`src/rtl/core/assert_macros.svh`:
```
// ----------------------------------------------------------------------------
// assertion macros
// shared concurrent assertion forms, clocked on clk, disabled during reset
// ----------------------------------------------------------------------------
`ifndef ASSERT_MACROS_SVH
`define ASSERT_MACROS_SVH

// same-cycle implication
`define ASSERT_IMPL(label, ante, cons) \
	label: assert property (@(posedge clk) disable iff (!arst_n) (ante) |-> (cons)) \
		else $error("assertion failed: implication");

// next-cycle implication
`define ASSERT_NEXT(label, ante, cons) \
	label: assert property (@(posedge clk) disable iff (!arst_n) (ante) |=> (cons)) \
		else $error("assertion failed: next-cycle implication");

`endif

```
`src/rtl/core/dsrp_pkg.sv`:
```
// ----------------------------------------------------------------------------
// dsrp_pkg
// constants, codes and helpers of the dual servo ramp positioner
// ----------------------------------------------------------------------------
package dsrp_pkg;

	// ramp length and field widths
	localparam int RAMP_STEPS = 100;
	localparam int STEP_W     = 7;
	localparam int ANG_W      = 8;
	localparam int PROD_W     = STEP_W + ANG_W;
	localparam int REM_W      = 7;
	localparam int DUTY_W     = 8;
	localparam int DUTY_QW    = 7;
	localparam int DREM_W     = 5;
	localparam int SEED_W     = 11;
	localparam int CNT_W      = 3;

	localparam logic [STEP_W:0]    STEPS_CMP = (STEP_W + 1)'(RAMP_STEPS);
	localparam logic [ANG_W-1:0]   ANGLE_MAX = 8'd180;
	localparam logic [DUTY_W-1:0]  DUTY_MIN  = 8'd20;
	localparam logic [DUTY_W-1:0]  DUTY_MAX  = 8'd130;
	// duty = angle * 11 / 18 + 20, the reduced form of angle * 110 / 180
	localparam logic [DREM_W:0]    DUTY_DIV  = 6'd18;

	// serial phase lengths
	localparam logic [CNT_W-1:0] MUL_LAST  = CNT_W'(STEP_W - 1);
	localparam logic [CNT_W-1:0] DIV_LAST  = CNT_W'(ANG_W - 1);
	localparam logic [CNT_W-1:0] DUTY_LAST = CNT_W'(DUTY_QW - 1);

	// register reset values
	localparam logic [ANG_W-1:0] OPEN_LEFT_RST   = 8'd90;
	localparam logic [ANG_W-1:0] OPEN_RIGHT_RST  = 8'd0;
	localparam logic [ANG_W-1:0] CLOSE_LEFT_RST  = 8'd45;
	localparam logic [ANG_W-1:0] CLOSE_RIGHT_RST = 8'd45;

	typedef enum logic [2:0] {
		OP_TICK      = 3'd0,
		OP_SET_LEFT  = 3'd1,
		OP_SET_RIGHT = 3'd2,
		OP_OPEN      = 3'd3,
		OP_CLOSE     = 3'd4
	} op_t;

	typedef enum logic [1:0] {
		CFG_OPEN_LEFT   = 2'd0,
		CFG_OPEN_RIGHT  = 2'd1,
		CFG_CLOSE_LEFT  = 2'd2,
		CFG_CLOSE_RIGHT = 2'd3
	} cfg_idx_t;

	typedef enum logic [2:0] {
		ST_IDLE,
		ST_MUL,
		ST_DIV,
		ST_SEED,
		ST_DUTY,
		ST_OUT
	} state_t;

	// angle * 11 by shift and add
	function automatic logic [SEED_W-1:0] duty_seed(input logic [ANG_W-1:0] a);
		logic [SEED_W-1:0] w;
		w = SEED_W'(a);
		return (w << 3) + (w << 1) + w;
	endfunction

	// clamp a signed request to 0..180
	function automatic logic [ANG_W-1:0] clamp_req(input logic signed [ANG_W:0] a);
		logic [ANG_W-1:0] r;
		if (a[ANG_W])
			r = '0;
		else if (a[ANG_W-1:0] > ANGLE_MAX)
			r = ANGLE_MAX;
		else
			r = a[ANG_W-1:0];
		return r;
	endfunction

endpackage

```
`src/rtl/core/dual_servo_ramp_pwm.sv`:
```
// ----------------------------------------------------------------------------
// dual_servo_ramp_pwm
// two-channel servo positioner: set commands, linear open/close ramps and
// angle to PWM duty conversion, worked out bit-serially on two lanes
// ----------------------------------------------------------------------------
//  channel | signals                              | direction
//  --------+--------------------------------------+-----------
//  in      | in_valid, in_ready, opcode, angle    | sink
//  out     | out_valid, out_ready, left_duty,     | source
//          | right_duty, ramp_busy, ramp_last     |
//  cfg     | cfg_valid, cfg_ready, cfg_index,     | sink
//          | cfg_data                             |
//
//  a beat that opens or continues a ramp runs the multiply, divide, seed and
//  duty steps, then one load into the output register; the last ramp step and
//  all other beats go straight to the duty divider; a new beat is taken only
//  after the output register is loaded; both lanes run the shift-add multiply
//  and the restoring divides in parallel
//  the output register holds a finished result while the next beat is taken
//  reset restores the register defaults and leaves the ramp idle
//  cfg is always ready and takes one write per cycle
// ----------------------------------------------------------------------------
module dual_servo_ramp_pwm
	import dsrp_pkg::*;
(
	input  logic                    clk,
	input  logic                    arst_n,
	input  logic                    in_valid,
	output logic                    in_ready,
	input  logic [2:0]              opcode,
	input  logic signed [ANG_W:0]   angle,
	output logic                    out_valid,
	input  logic                    out_ready,
	output logic [DUTY_W-1:0]       left_duty,
	output logic [DUTY_W-1:0]       right_duty,
	output logic                    ramp_busy,
	output logic                    ramp_last,
	input  logic                    cfg_valid,
	output logic                    cfg_ready,
	input  logic [1:0]              cfg_index,
	input  logic [ANG_W-1:0]        cfg_data
);

`include "assert_macros.svh"

	// configuration, lane 0 left, lane 1 right
	logic [ANG_W-1:0] open_q [2];
	logic [ANG_W-1:0] close_q [2];

	// positioner state
	logic [ANG_W-1:0]  now_q [2];
	logic [ANG_W-1:0]  start_q [2];
	logic              closing_q;
	logic [STEP_W-1:0] step_q;
	logic              ramp_on_q;

	// serial datapath
	state_t            state_q, state_d;
	logic [CNT_W-1:0]  cnt_q, cnt_d;
	logic [STEP_W-1:0] mul_q;
	logic [PROD_W-1:0] acc_q [2];
	logic [ANG_W-1:0]  mag_q [2];
	logic              neg_q [2];
	logic [ANG_W-1:0]  base_q [2];
	logic [REM_W-1:0]  rem_q [2];
	logic              busy_q;
	logic              last_q;

	// output register
	logic              out_valid_q;
	logic [DUTY_W-1:0] left_duty_q;
	logic [DUTY_W-1:0] right_duty_q;
	logic              ramp_busy_q;
	logic              ramp_last_q;

	// beat decode
	logic              in_acc;
	logic              load_out;
	op_t               op;
	logic [ANG_W-1:0]  req_clamped;
	logic              starting;
	logic              ramp_act;
	logic              dir;
	logic [STEP_W-1:0] idx0;
	logic              adv;
	logic [STEP_W-1:0] idx_new;
	logic              fin;
	logic              direct;
	logic [ANG_W-1:0]  tgt [2];
	logic [ANG_W-1:0]  base_sel [2];
	logic [ANG_W-1:0]  show [2];
	logic [ANG_W:0]    diff [2];
	logic [SEED_W-1:0] dseed [2];

	// lane arithmetic
	logic [PROD_W-1:0] mul_nxt [2];
	logic [STEP_W:0]   div_trial [2];
	logic              div_ge [2];
	logic [REM_W-1:0]  div_rem [2];
	logic [ANG_W-1:0]  ang [2];
	logic [SEED_W-1:0] seed [2];
	logic [DREM_W:0]   dty_trial [2];
	logic              dty_ge [2];
	logic [DREM_W-1:0] dty_rem [2];

	assign in_ready  = (state_q == ST_IDLE);
	assign in_acc    = in_valid && in_ready;
	assign load_out  = (state_q == ST_OUT) && (!out_valid_q || out_ready);
	assign cfg_ready = 1'b1;

	assign out_valid  = out_valid_q;
	assign left_duty  = left_duty_q;
	assign right_duty = right_duty_q;
	assign ramp_busy  = ramp_busy_q;
	assign ramp_last  = ramp_last_q;

	// command decode and ramp step selection
	always_comb begin
		op          = op_t'(opcode);
		req_clamped = clamp_req(angle);
		starting    = !ramp_on_q && (op == OP_OPEN || op == OP_CLOSE);
		ramp_act    = ramp_on_q || starting;
		dir         = starting ? (op == OP_CLOSE) : closing_q;
		idx0        = starting ? '0 : step_q;
		adv         = ramp_act && (op == OP_TICK || idx0 == '0);
		idx_new     = adv ? idx0 + STEP_W'(1) : idx0;
		fin         = adv && ({1'b0, idx_new} >= STEPS_CMP);
		direct      = fin || !ramp_act;
		for (int l = 0; l < 2; l++) begin
			tgt[l]      = dir ? close_q[l] : open_q[l];
			base_sel[l] = starting ? now_q[l] : start_q[l];
			diff[l]     = {1'b0, tgt[l]} - {1'b0, base_sel[l]};
			show[l]     = fin ? tgt[l] : now_q[l];
		end
		if (!ramp_act && op == OP_SET_LEFT)
			show[0] = req_clamped;
		if (!ramp_act && op == OP_SET_RIGHT)
			show[1] = req_clamped;
		for (int l = 0; l < 2; l++)
			dseed[l] = duty_seed(show[l]);
	end

	// per-lane multiply, divide and duty steps
	always_comb begin
		for (int l = 0; l < 2; l++) begin
			mul_nxt[l] = (acc_q[l] << 1)
				+ (mul_q[STEP_W-1] ? PROD_W'(mag_q[l]) : '0);
			div_trial[l] = {rem_q[l], acc_q[l][ANG_W-1]};
			div_ge[l]    = div_trial[l] >= STEPS_CMP;
			div_rem[l]   = div_ge[l] ? REM_W'(div_trial[l] - STEPS_CMP)
				: REM_W'(div_trial[l]);
			ang[l]     = neg_q[l] ? base_q[l] - acc_q[l][ANG_W-1:0]
				: base_q[l] + acc_q[l][ANG_W-1:0];
			seed[l]    = duty_seed(ang[l]);
			dty_trial[l] = {rem_q[l][DREM_W-1:0], acc_q[l][DUTY_QW-1]};
			dty_ge[l]    = dty_trial[l] >= DUTY_DIV;
			dty_rem[l]   = dty_ge[l] ? DREM_W'(dty_trial[l] - DUTY_DIV)
				: dty_trial[l][DREM_W-1:0];
		end
	end

	// sequencer next state
	always_comb begin
		state_d = state_q;
		cnt_d   = cnt_q + CNT_W'(1);
		unique case (state_q)
			ST_IDLE: begin
				cnt_d = '0;
				if (in_acc)
					state_d = direct ? ST_DUTY : ST_MUL;
			end
			ST_MUL: begin
				if (cnt_q == MUL_LAST) begin
					state_d = ST_DIV;
					cnt_d   = '0;
				end
			end
			ST_DIV: begin
				if (cnt_q == DIV_LAST) begin
					state_d = ST_SEED;
					cnt_d   = '0;
				end
			end
			ST_SEED: begin
				state_d = ST_DUTY;
				cnt_d   = '0;
			end
			ST_DUTY: begin
				if (cnt_q == DUTY_LAST) begin
					state_d = ST_OUT;
					cnt_d   = '0;
				end
			end
			ST_OUT: begin
				cnt_d = '0;
				if (load_out)
					state_d = ST_IDLE;
			end
			default: begin
				state_d = ST_IDLE;
				cnt_d   = '0;
			end
		endcase
	end

	// sequencer registers
	always_ff @(posedge clk or negedge arst_n) begin
		if (!arst_n) begin
			state_q <= ST_IDLE;
			cnt_q   <= '0;
		end else begin
			state_q <= state_d;
			cnt_q   <= cnt_d;
		end
	end

	// configuration and positioner state
	always_ff @(posedge clk or negedge arst_n) begin
		if (!arst_n) begin
			open_q[0]  <= OPEN_LEFT_RST;
			open_q[1]  <= OPEN_RIGHT_RST;
			close_q[0] <= CLOSE_LEFT_RST;
			close_q[1] <= CLOSE_RIGHT_RST;
			now_q[0]   <= '0;
			now_q[1]   <= '0;
			start_q[0] <= '0;
			start_q[1] <= '0;
			closing_q  <= 1'b0;
			step_q     <= '0;
			ramp_on_q  <= 1'b0;
			busy_q     <= 1'b0;
			last_q     <= 1'b0;
		end else begin
			if (cfg_valid && cfg_ready) begin
				unique case (cfg_idx_t'(cfg_index))
					CFG_OPEN_LEFT:   open_q[0]  <= (cfg_data > ANGLE_MAX) ? ANGLE_MAX : cfg_data;
					CFG_OPEN_RIGHT:  open_q[1]  <= (cfg_data > ANGLE_MAX) ? ANGLE_MAX : cfg_data;
					CFG_CLOSE_LEFT:  close_q[0] <= (cfg_data > ANGLE_MAX) ? ANGLE_MAX : cfg_data;
					CFG_CLOSE_RIGHT: close_q[1] <= (cfg_data > ANGLE_MAX) ? ANGLE_MAX : cfg_data;
					default: ;
				endcase
			end
			if (in_acc) begin
				busy_q <= ramp_act && !fin;
				last_q <= fin;
				if (fin) begin
					now_q[0]  <= tgt[0];
					now_q[1]  <= tgt[1];
					ramp_on_q <= 1'b0;
					step_q    <= '0;
				end else if (ramp_act) begin
					ramp_on_q <= 1'b1;
					step_q    <= idx_new;
					closing_q <= dir;
					if (starting) begin
						start_q[0] <= now_q[0];
						start_q[1] <= now_q[1];
					end
				end else begin
					now_q[0] <= show[0];
					now_q[1] <= show[1];
				end
			end
		end
	end

	// multiplier bits, msb first
	always_ff @(posedge clk) begin
		if (in_acc)
			mul_q <= idx_new;
		else if (state_q == ST_MUL)
			mul_q <= {mul_q[STEP_W-2:0], 1'b0};
	end

	// lane datapath
	always_ff @(posedge clk) begin
		for (int l = 0; l < 2; l++) begin
			case (state_q)
				ST_IDLE: begin
					if (in_acc && direct) begin
						rem_q[l]              <= REM_W'(dseed[l][SEED_W-1:DUTY_QW]);
						acc_q[l][DUTY_QW-1:0] <= dseed[l][DUTY_QW-1:0];
					end else if (in_acc) begin
						acc_q[l]  <= '0;
						neg_q[l]  <= diff[l][ANG_W];
						mag_q[l]  <= diff[l][ANG_W] ? ANG_W'(~diff[l] + 1'b1)
							: diff[l][ANG_W-1:0];
						base_q[l] <= base_sel[l];
					end
				end
				ST_MUL: begin
					acc_q[l] <= mul_nxt[l];
					if (cnt_q == MUL_LAST)
						rem_q[l] <= mul_nxt[l][PROD_W-1:ANG_W];
				end
				ST_DIV: begin
					rem_q[l]            <= div_rem[l];
					acc_q[l][ANG_W-1:0] <= {acc_q[l][ANG_W-2:0], div_ge[l]};
				end
				ST_SEED: begin
					rem_q[l]              <= REM_W'(seed[l][SEED_W-1:DUTY_QW]);
					acc_q[l][DUTY_QW-1:0] <= seed[l][DUTY_QW-1:0];
				end
				ST_DUTY: begin
					rem_q[l]              <= REM_W'(dty_rem[l]);
					acc_q[l][DUTY_QW-1:0] <= {acc_q[l][DUTY_QW-2:0], dty_ge[l]};
				end
				default: ;
			endcase
		end
	end

	// output register valid
	always_ff @(posedge clk or negedge arst_n) begin
		if (!arst_n)
			out_valid_q <= 1'b0;
		else if (load_out)
			out_valid_q <= 1'b1;
		else if (out_ready)
			out_valid_q <= 1'b0;
	end

	// output register payload
	always_ff @(posedge clk) begin
		if (load_out) begin
			left_duty_q  <= DUTY_MIN + DUTY_W'(acc_q[0][DUTY_QW-1:0]);
			right_duty_q <= DUTY_MIN + DUTY_W'(acc_q[1][DUTY_QW-1:0]);
			ramp_busy_q  <= busy_q;
			ramp_last_q  <= last_q;
		end
	end

	// checks
	`ASSERT_NEXT(a_accept_leaves_idle, in_acc, !in_ready)
	`ASSERT_IMPL(a_step_in_ramp, ramp_on_q, (step_q != '0) && ({1'b0, step_q} < STEPS_CMP))
	`ASSERT_IMPL(a_step_idle_zero, !ramp_on_q, step_q == '0)
	`ASSERT_IMPL(a_last_not_busy, out_valid_q && ramp_last_q, !ramp_busy_q)
	`ASSERT_IMPL(a_left_range, out_valid_q, (left_duty_q >= DUTY_MIN) && (left_duty_q <= DUTY_MAX))
	`ASSERT_IMPL(a_right_range, out_valid_q, (right_duty_q >= DUTY_MIN) && (right_duty_q <= DUTY_MAX))

endmodule
```
`config.mk`:
```
export PLATFORM = sky130hd
export DESIGN_NAME = dual_servo_ramp_pwm
export DESIGN_NICKNAME = d
export VERILOG_FILES = /design/src/rtl/core/dsrp_pkg.sv /design/src/rtl/core/dual_servo_ramp_pwm.sv
export VERILOG_INCLUDE_DIRS = /design/src /design/src/rtl/core
export SDC_FILE = /design/constraint.sdc
export NUM_CORES = 1
export LEC_CHECK = 0
export BUFFER_PORTS_ARGS = -buffer_cell sky130_fd_sc_hd__buf_2
export CAP_MARGIN = 10
export CORE_MARGIN = 2
export CORE_UTILIZATION = 45
export DETAILED_ROUTE_END_ITERATION = 16
export HOLD_SLACK_MARGIN = 0.12
export REMOVE_ABC_BUFFERS = 1
export SLEW_MARGIN = 20
export SYNTH_ARGS = -nofsm -noshare
export SYNTH_HDL_FRONTEND = slang
export SYNTH_SLANG_ARGS = --single-unit
```
`constraint.sdc`:
```
create_clock -name clk -period 5.8 [get_ports clk]
set_input_delay 0.29 -clock clk [delete_from_list [all_inputs] [get_ports clk]]
set_output_delay 0.29 -clock clk [all_outputs]
set_load 0.01 [all_outputs]
```
Yosys cells after proc, flatten, opt, wreduce, memory -nomap -nowiden
Memories as Yosys holds them, arrays and structs flattened.
Index checks and enable logic that the tools add are counted.
{ "totals": {"ram_bits": 78, "output_inout_bits": 21, "memories": 5, "input_bits": 27, "register_bits": 107, "elab_cells": 223} }
{ "memory_table": {"columns": ["name", "depth", "width", "read_ports", "rd_clocked_by_memory_dff", "write_ports", "line", "text"], "rows": [
  ["acc_q", 2, 15, 2, 0, 2, "dual_servo_ramp_pwm.sv:61", "logic [PROD_W-1:0] acc_q [2];"],
  ["base_q", 2, 8, 2, 0, 2, "dual_servo_ramp_pwm.sv:64", "logic [ANG_W-1:0] base_q [2];"],
  ["mag_q", 2, 8, 2, 0, 2, "dual_servo_ramp_pwm.sv:62", "logic [ANG_W-1:0] mag_q [2];"],
  ["rem_q", 2, 7, 2, 0, 2, "dual_servo_ramp_pwm.sv:65", "logic [REM_W-1:0] rem_q [2];"],
  ["neg_q", 2, 1, 2, 0, 2, "dual_servo_ramp_pwm.sv:63", "logic neg_q [2];"]
]} }
{ "classes": {"magnitude_cmp": 7, "n_eq_ne": 20, "n_reduce_logical": 35, "muxes": 84, "add_sub_neg": 26, "n_bitwise": 25} }
{ "ops": {"columns": ["operator", "n"], "rows": [
  ["7-bit two-way mux", 26],
  ["8-bit two-way mux", 19],
  ["11-bit by 8-bit adder with 11-bit output", 4],
  ["11-bit by 9-bit adder with 11-bit output", 4],
  ["16-bit two-way mux", 2],
  ["15-bit by 8-bit adder with 15-bit output", 2],
  ["1-bit two-way mux", 25],
  ["3-bit two-way mux", 8],
  ["1-bit OR", 22],
  ["3-bit one-hot mux with 6 select lines", 1],
  ["8-bit by 8-bit subtractor with 9-bit output", 2],
  ["5-bit by 7-bit adder with 8-bit output (first input constant)", 2],
  ["8-bit by 1-bit adder with 8-bit output (second input constant)", 2],
  ["8-bit adder", 2],
  ["8-bit by 7-bit greater-or-equal comparator with 1-bit output (second input constant)", 2],
  ["8-bit greater-than comparator (second input constant)", 2],
  ["8-bit inverter", 2],
  ["8-bit subtractor", 2],
  ["3-bit == test (second input constant)", 5],
  ["7-bit subtractor (second input constant)", 2],
  ["3-bit by 2-bit == test with 1-bit output (second input constant)", 4],
  ["6-bit by 5-bit greater-or-equal comparator with 1-bit output (second input constant)", 2],
  ["2-bit AND reduction", 6],
  ["5-bit two-way mux", 2],
  ["other kinds (22)", 47]
]} }

Depth between registers and ports, before layout
{ "depth": {"ltp_word": 20, "depth_mapped": 30, "depth_no_buf": 27} }

Worst setup path before layout
No wires, ideal clock.
{ "synth_path": {"path_type": "reg2reg", "startpoint": "register ramp_on_q", "endpoint": "memory rem_q[1][3], data pin", "period_less_slack_ns": 5.528, "required_ns": 5.543, "t_arrival_ns": 5.271, "stages_incl_launch_ff": 31, "slack_ns": 0.272, "setup_ns": 0.257, "path_buffers": 5, "path_cell_list": "dfrtp_1 > buf_2 > and4bb_1 > nor2_4 > and2_1 > inv_1 > ha_1 > nor4b_2 > a21oi_1 > nor3_1 > xor2_1 > o21a_4 > buf_6 > buf_4 > buf_4 > buf_4 > nand2_1 > o211ai_1 > o21a_1 > inv_1 > fa_1 > fa_1 > a21oi_1 > nor2_1 > nor2_1 > o21bai_1 > a21oi_1 > o21bai_1 > a21oi_1 > xnor2_1 > o2bb2ai_1"} }
{ "synth_rtl": {"columns": ["item", "line", "text"], "rows": [
  ["from (decl)", "dual_servo_ramp_pwm.sv:55", "logic ramp_on_q;"],
  ["from (signal assigned)", "dual_servo_ramp_pwm.sv:230", "ramp_on_q <= 1'b0;"],
  ["from (signal assigned)", "dual_servo_ramp_pwm.sv:249", "ramp_on_q <= 1'b0;"],
  ["from (signal assigned)", "dual_servo_ramp_pwm.sv:252", "ramp_on_q <= 1'b1;"],
  ["to (decl)", "dual_servo_ramp_pwm.sv:65", null]
]} }

==> results.yml <==
logic_synthesis:
  synth_mux_area_share_pct: 5.320
  synth_top_area_share_pct: 22.01
  avgSynthCellArea_sq_um: 9.485
  yosys_most_used_dff: "edfxtp_1"
  synth_adder_area_share_pct: 14.12
  syn_area_sq_mm: 0.01378
  netlist-cell-type-count: 86
  synth_cells: 1453
  synthTopCellsByArea: "edfxtp_1, dfrtp_1, ha_1"
  synth-compound-area-share_pct: 16.24
  ys_warn_count: 0
  yosysTopAreaCell: "edfxtp_1"
  synth_xor_area_share_pct: 7.680
  synth_top_family_by_area: "compound AO/OA/AOI/OAI gates"
  synth-simple-area-share_pct: 14.13
  ys_ff_latch: 183
  synthArstFlopShare_pct: 44.81
  synth_edf_count: 101
  ys_seq_area_share_pct: 37.00
sta:
  skew_ns: 0.01241
  fin_setup_tns_ns: 0
  setup_viol: 0
  setup_ws_ns: 0.3352
  rsz0062_at_grt: "true"
  post-route-period-util_pct: 94.22
  slew_violations: 0
  hold_viol: 0
  max_freq_ghz: 0.1830
  slew-limit-headroom_pct: 33.49
  fin_crit_ns: 5.465
  worst_slew_pin_slew_ns: 0.9976
worst_setup_path:
  critPathCaptureType: "flop"
  endpoint: "rem_q[1][2]"
  r2r-end: "rem_q[1][2]"
  worst_ep_arrival_time_ns: 5.67
  critPathRequiredTime_ns: 6.00
  worstSetupPathType: "reg -> reg"
  rr_startpoint: "ramp_on_q"
  r2r_cells: 26
  crit_path_start_kind: "flop"
  critPathMaxFanout: 7
  crit_start: "ramp_on_q"
  regToRegSetupSlack_ns: 0.34
routing:
  via_per_inst: 5.484
  wire_per_inst_microns: 17.96
  routed-via-count: 10460
  drt-initial-drc-count: 865
  drt-pass1-iter-count: 6
  final_antenna_net_count: 0
  routed_wl_mm: 34.25
  drc: 0
placed_design:
  dp_hpwl_mm: 25.92
  io_buffers: 46
  gp_congestion: 0.8796
  place_area_sq_mm: 0.01444
  place_ws_ns: 0.07214
grt:
  grt_max_degree: 44
  grt_pass1_vias: 10130
  use_met3_pct: 3.202
  grt_pass1_wl_mm: 54.78
  grt-busiest-layer: "met2"
  overflow: 0
  grt_use_met1_pct: 31.39
  grtUsageTotal_pct: 22.16
  gr-usage-met2_pct: 35.16
  antenna_found_initial: 0
die:
  die_area_sq_mm: 0.03204
  die_y_microns: 179.0
  core_area_sq_mm: 0.03035
  ios: 48
  initial_core_util_pct: 45.41
  rows: 64
  die_width_microns: 179.0
hold_path:
  hold-path-cell-count: 2
  hold_class: "in -> reg"
cts:
  clkSinkCount: 183
  clkTransAtPathRegs_ns: 0.08
  cts.path.max_buffers: 2
  cts-root-buf: "clkbuf_16"
  htree_levels: 4
  cts_buffers: 17
  insertion_delay_ns: 0.46
  cts_tree: "built"
outcome:
  outcome: "finished, final reports clean"
cells_and_area:
  insertedDiodeCount: 0
  design_area_sq_mm: 0.01514
  nFillCells: 2821
  drive_gt1_share_pct: 13.43
  finalNetCount: 1664
  syn_to_final_growth_pct: 9.859
  fin_util_pct: 49.89
flow_run:
  max_cap_viol_count: 0
-- registers in the layout, indices dropped and copies added (netlist names) --
register	count
out_valid	1
busy_q	1
neg_q	2
rem_q	14
cnt_q	3
base_q	16
ramp_last	1
acc_q	28
open_q	16
state_q	3
right_duty	8
left_duty	8
mag_q	16
close_q	16
last_q	1
mul_q	7
ramp_on_q	1
now_q	16
ramp_busy	1
start_q	16
closing_q	1
step_q	7
-- critical path, cell delays in order (launching register included) --
cell,delay [ns]
dfrtp_2,0.47
and4bb_2,0.37
nor2_4,0.06
and2_1,0.17
inv_1,0.07
ha_1,0.19
nor4b_4,0.26
a21oi_2,0.14
a21oi_2,0.23
and4b_4,0.34
o21a_4,0.22
buf_4,0.13
nand2_1,0.04
o211ai_1,0.11
o21a_1,0.20
inv_1,0.10
fa_1,0.54
ha_1,0.32
a21o_1,0.16
a21oi_1,0.21
o21bai_1,0.10
a21oi_2,0.17
o21bai_1,0.08
a21oi_1,0.20
xnor2_1,0.10
a22oi_1,0.14
o21ai_0,0.10
-- cell usage after synthesis (all sizes together), types with 13 or more instances --
cell    instances
o21ai         114
a21o           26
nand2         156
nand3          19
inv           132
ha            113
o21bai         19
nor2b          27
nor3           18
nand2b         18
mux2           34
nor2           87
clkbuf         38
buf            17
a21oi          88
dfrtp          70
edfxtp        101
xor2           37
mux2i          35
o31ai          13
and2           24
fa             26
xnor2          83
-- layout make-up --
cell class | count | area, sq um | share of cell area, %
timing repair buffer | 79 | 483.0 | 3.190
tap | 396 | 495.5 | 3.272
inverter | 132 | 498.0 | 3.289
multi-input combinational | 1085 | 8005 | 52.87
sequential | 183 | 5101 | 33.69
clock buffer | 17 | 425.4 | 2.810
clock inverter | 15 | 132.6 | 0.8760
-- stage by stage --
| stage | hold slack (ns) | cells |
|---|---|---|
| final | 0.1804 | 1907 |
| after global routing | 0.1901 | 1907 |
| after CTS | 0.1737 | 1897 |
| after detailed placement | 0.3192 | 1864 |
| after global placement | 0.3147 | 1864 |
| after floorplan | -0.005591 | 1398 |
-- how the worst min path moves through the flow --
stage                start     endpoint  slack, ns
2_1_floorplan       arst_n       busy_q     -0.006
3_3_place_gp        arst_n   open_q[15]       0.31
3_5_place_dp        arst_n   open_q[15]       0.32
4_1_cts        cfg_data[3]   open_q[11]       0.17
5_1_grt        cfg_data[7]   open_q[15]       0.19
6_report       cfg_data[7]  close_q[15]       0.18
-- per-layer routing --
layer  vias up  share of wire (%)
met3        36                4.5
met5         -                  0
met1      4971                 48
met2       271                 46
li1       5180                  -
met4         0                1.8
-- cell usage in the layout (no fill, tap or decap), drive strengths merged, types with 7 or more instances in the layout --
master / synthesis / routed
o21a: 10 / 12
o21ai: 114 / 114
dfrtp: 70 / 70
o22ai: 12 / 12
nand2: 156 / 156
inv: 132 / 142
nand2b: 18 / 18
xor2: 37 / 37
dfstp: 12 / 12
xnor2: 83 / 83
mux2: 34 / 34
a21o: 26 / 26
clkbuf: 38 / 17
mux2i: 35 / 35
or2: 9 / 9
a21oi: 88 / 88
a31oi: 11 / 11
ha: 113 / 113
edfxtp: 101 / 101
nand3: 19 / 19
nor3: 18 / 18
buf: 17 / 78
o31ai: 13 / 13
fa: 26 / 26
nor2b: 27 / 27
o221ai: 7 / 7
o211ai: 12 / 12
and2: 24 / 24
o21bai: 19 / 19
a22oi: 9 / 9
nor2: 87 / 87
a21boi: 7 / 7
-- cell families (layout without fill, tap and decap cells) --
| group | count (synthesis) | after routing |
|---|---|---|
| xor+xnor | 120 | 120 |
| buf+inv | 187 | 243 |
| mux | 69 | 69 |
| flops | 183 | 183 |
| other cells | 1 | 1 |
| compound gates | 356 | 358 |
| fa+ha+maj | 140 | 140 |
| simple gates | 397 | 397 |
-- repair_timing --
action	CTS	global route
buffers inserted	0	8
hold buffers	1	0
resized for setup	0	14
setup endpoints to repair	0	7
hold endpoints to repair	34	0
Power is left out: the tool's default activity adds up to more than one toggle a clock period on the data nets, which glitch-free logic cannot reach.
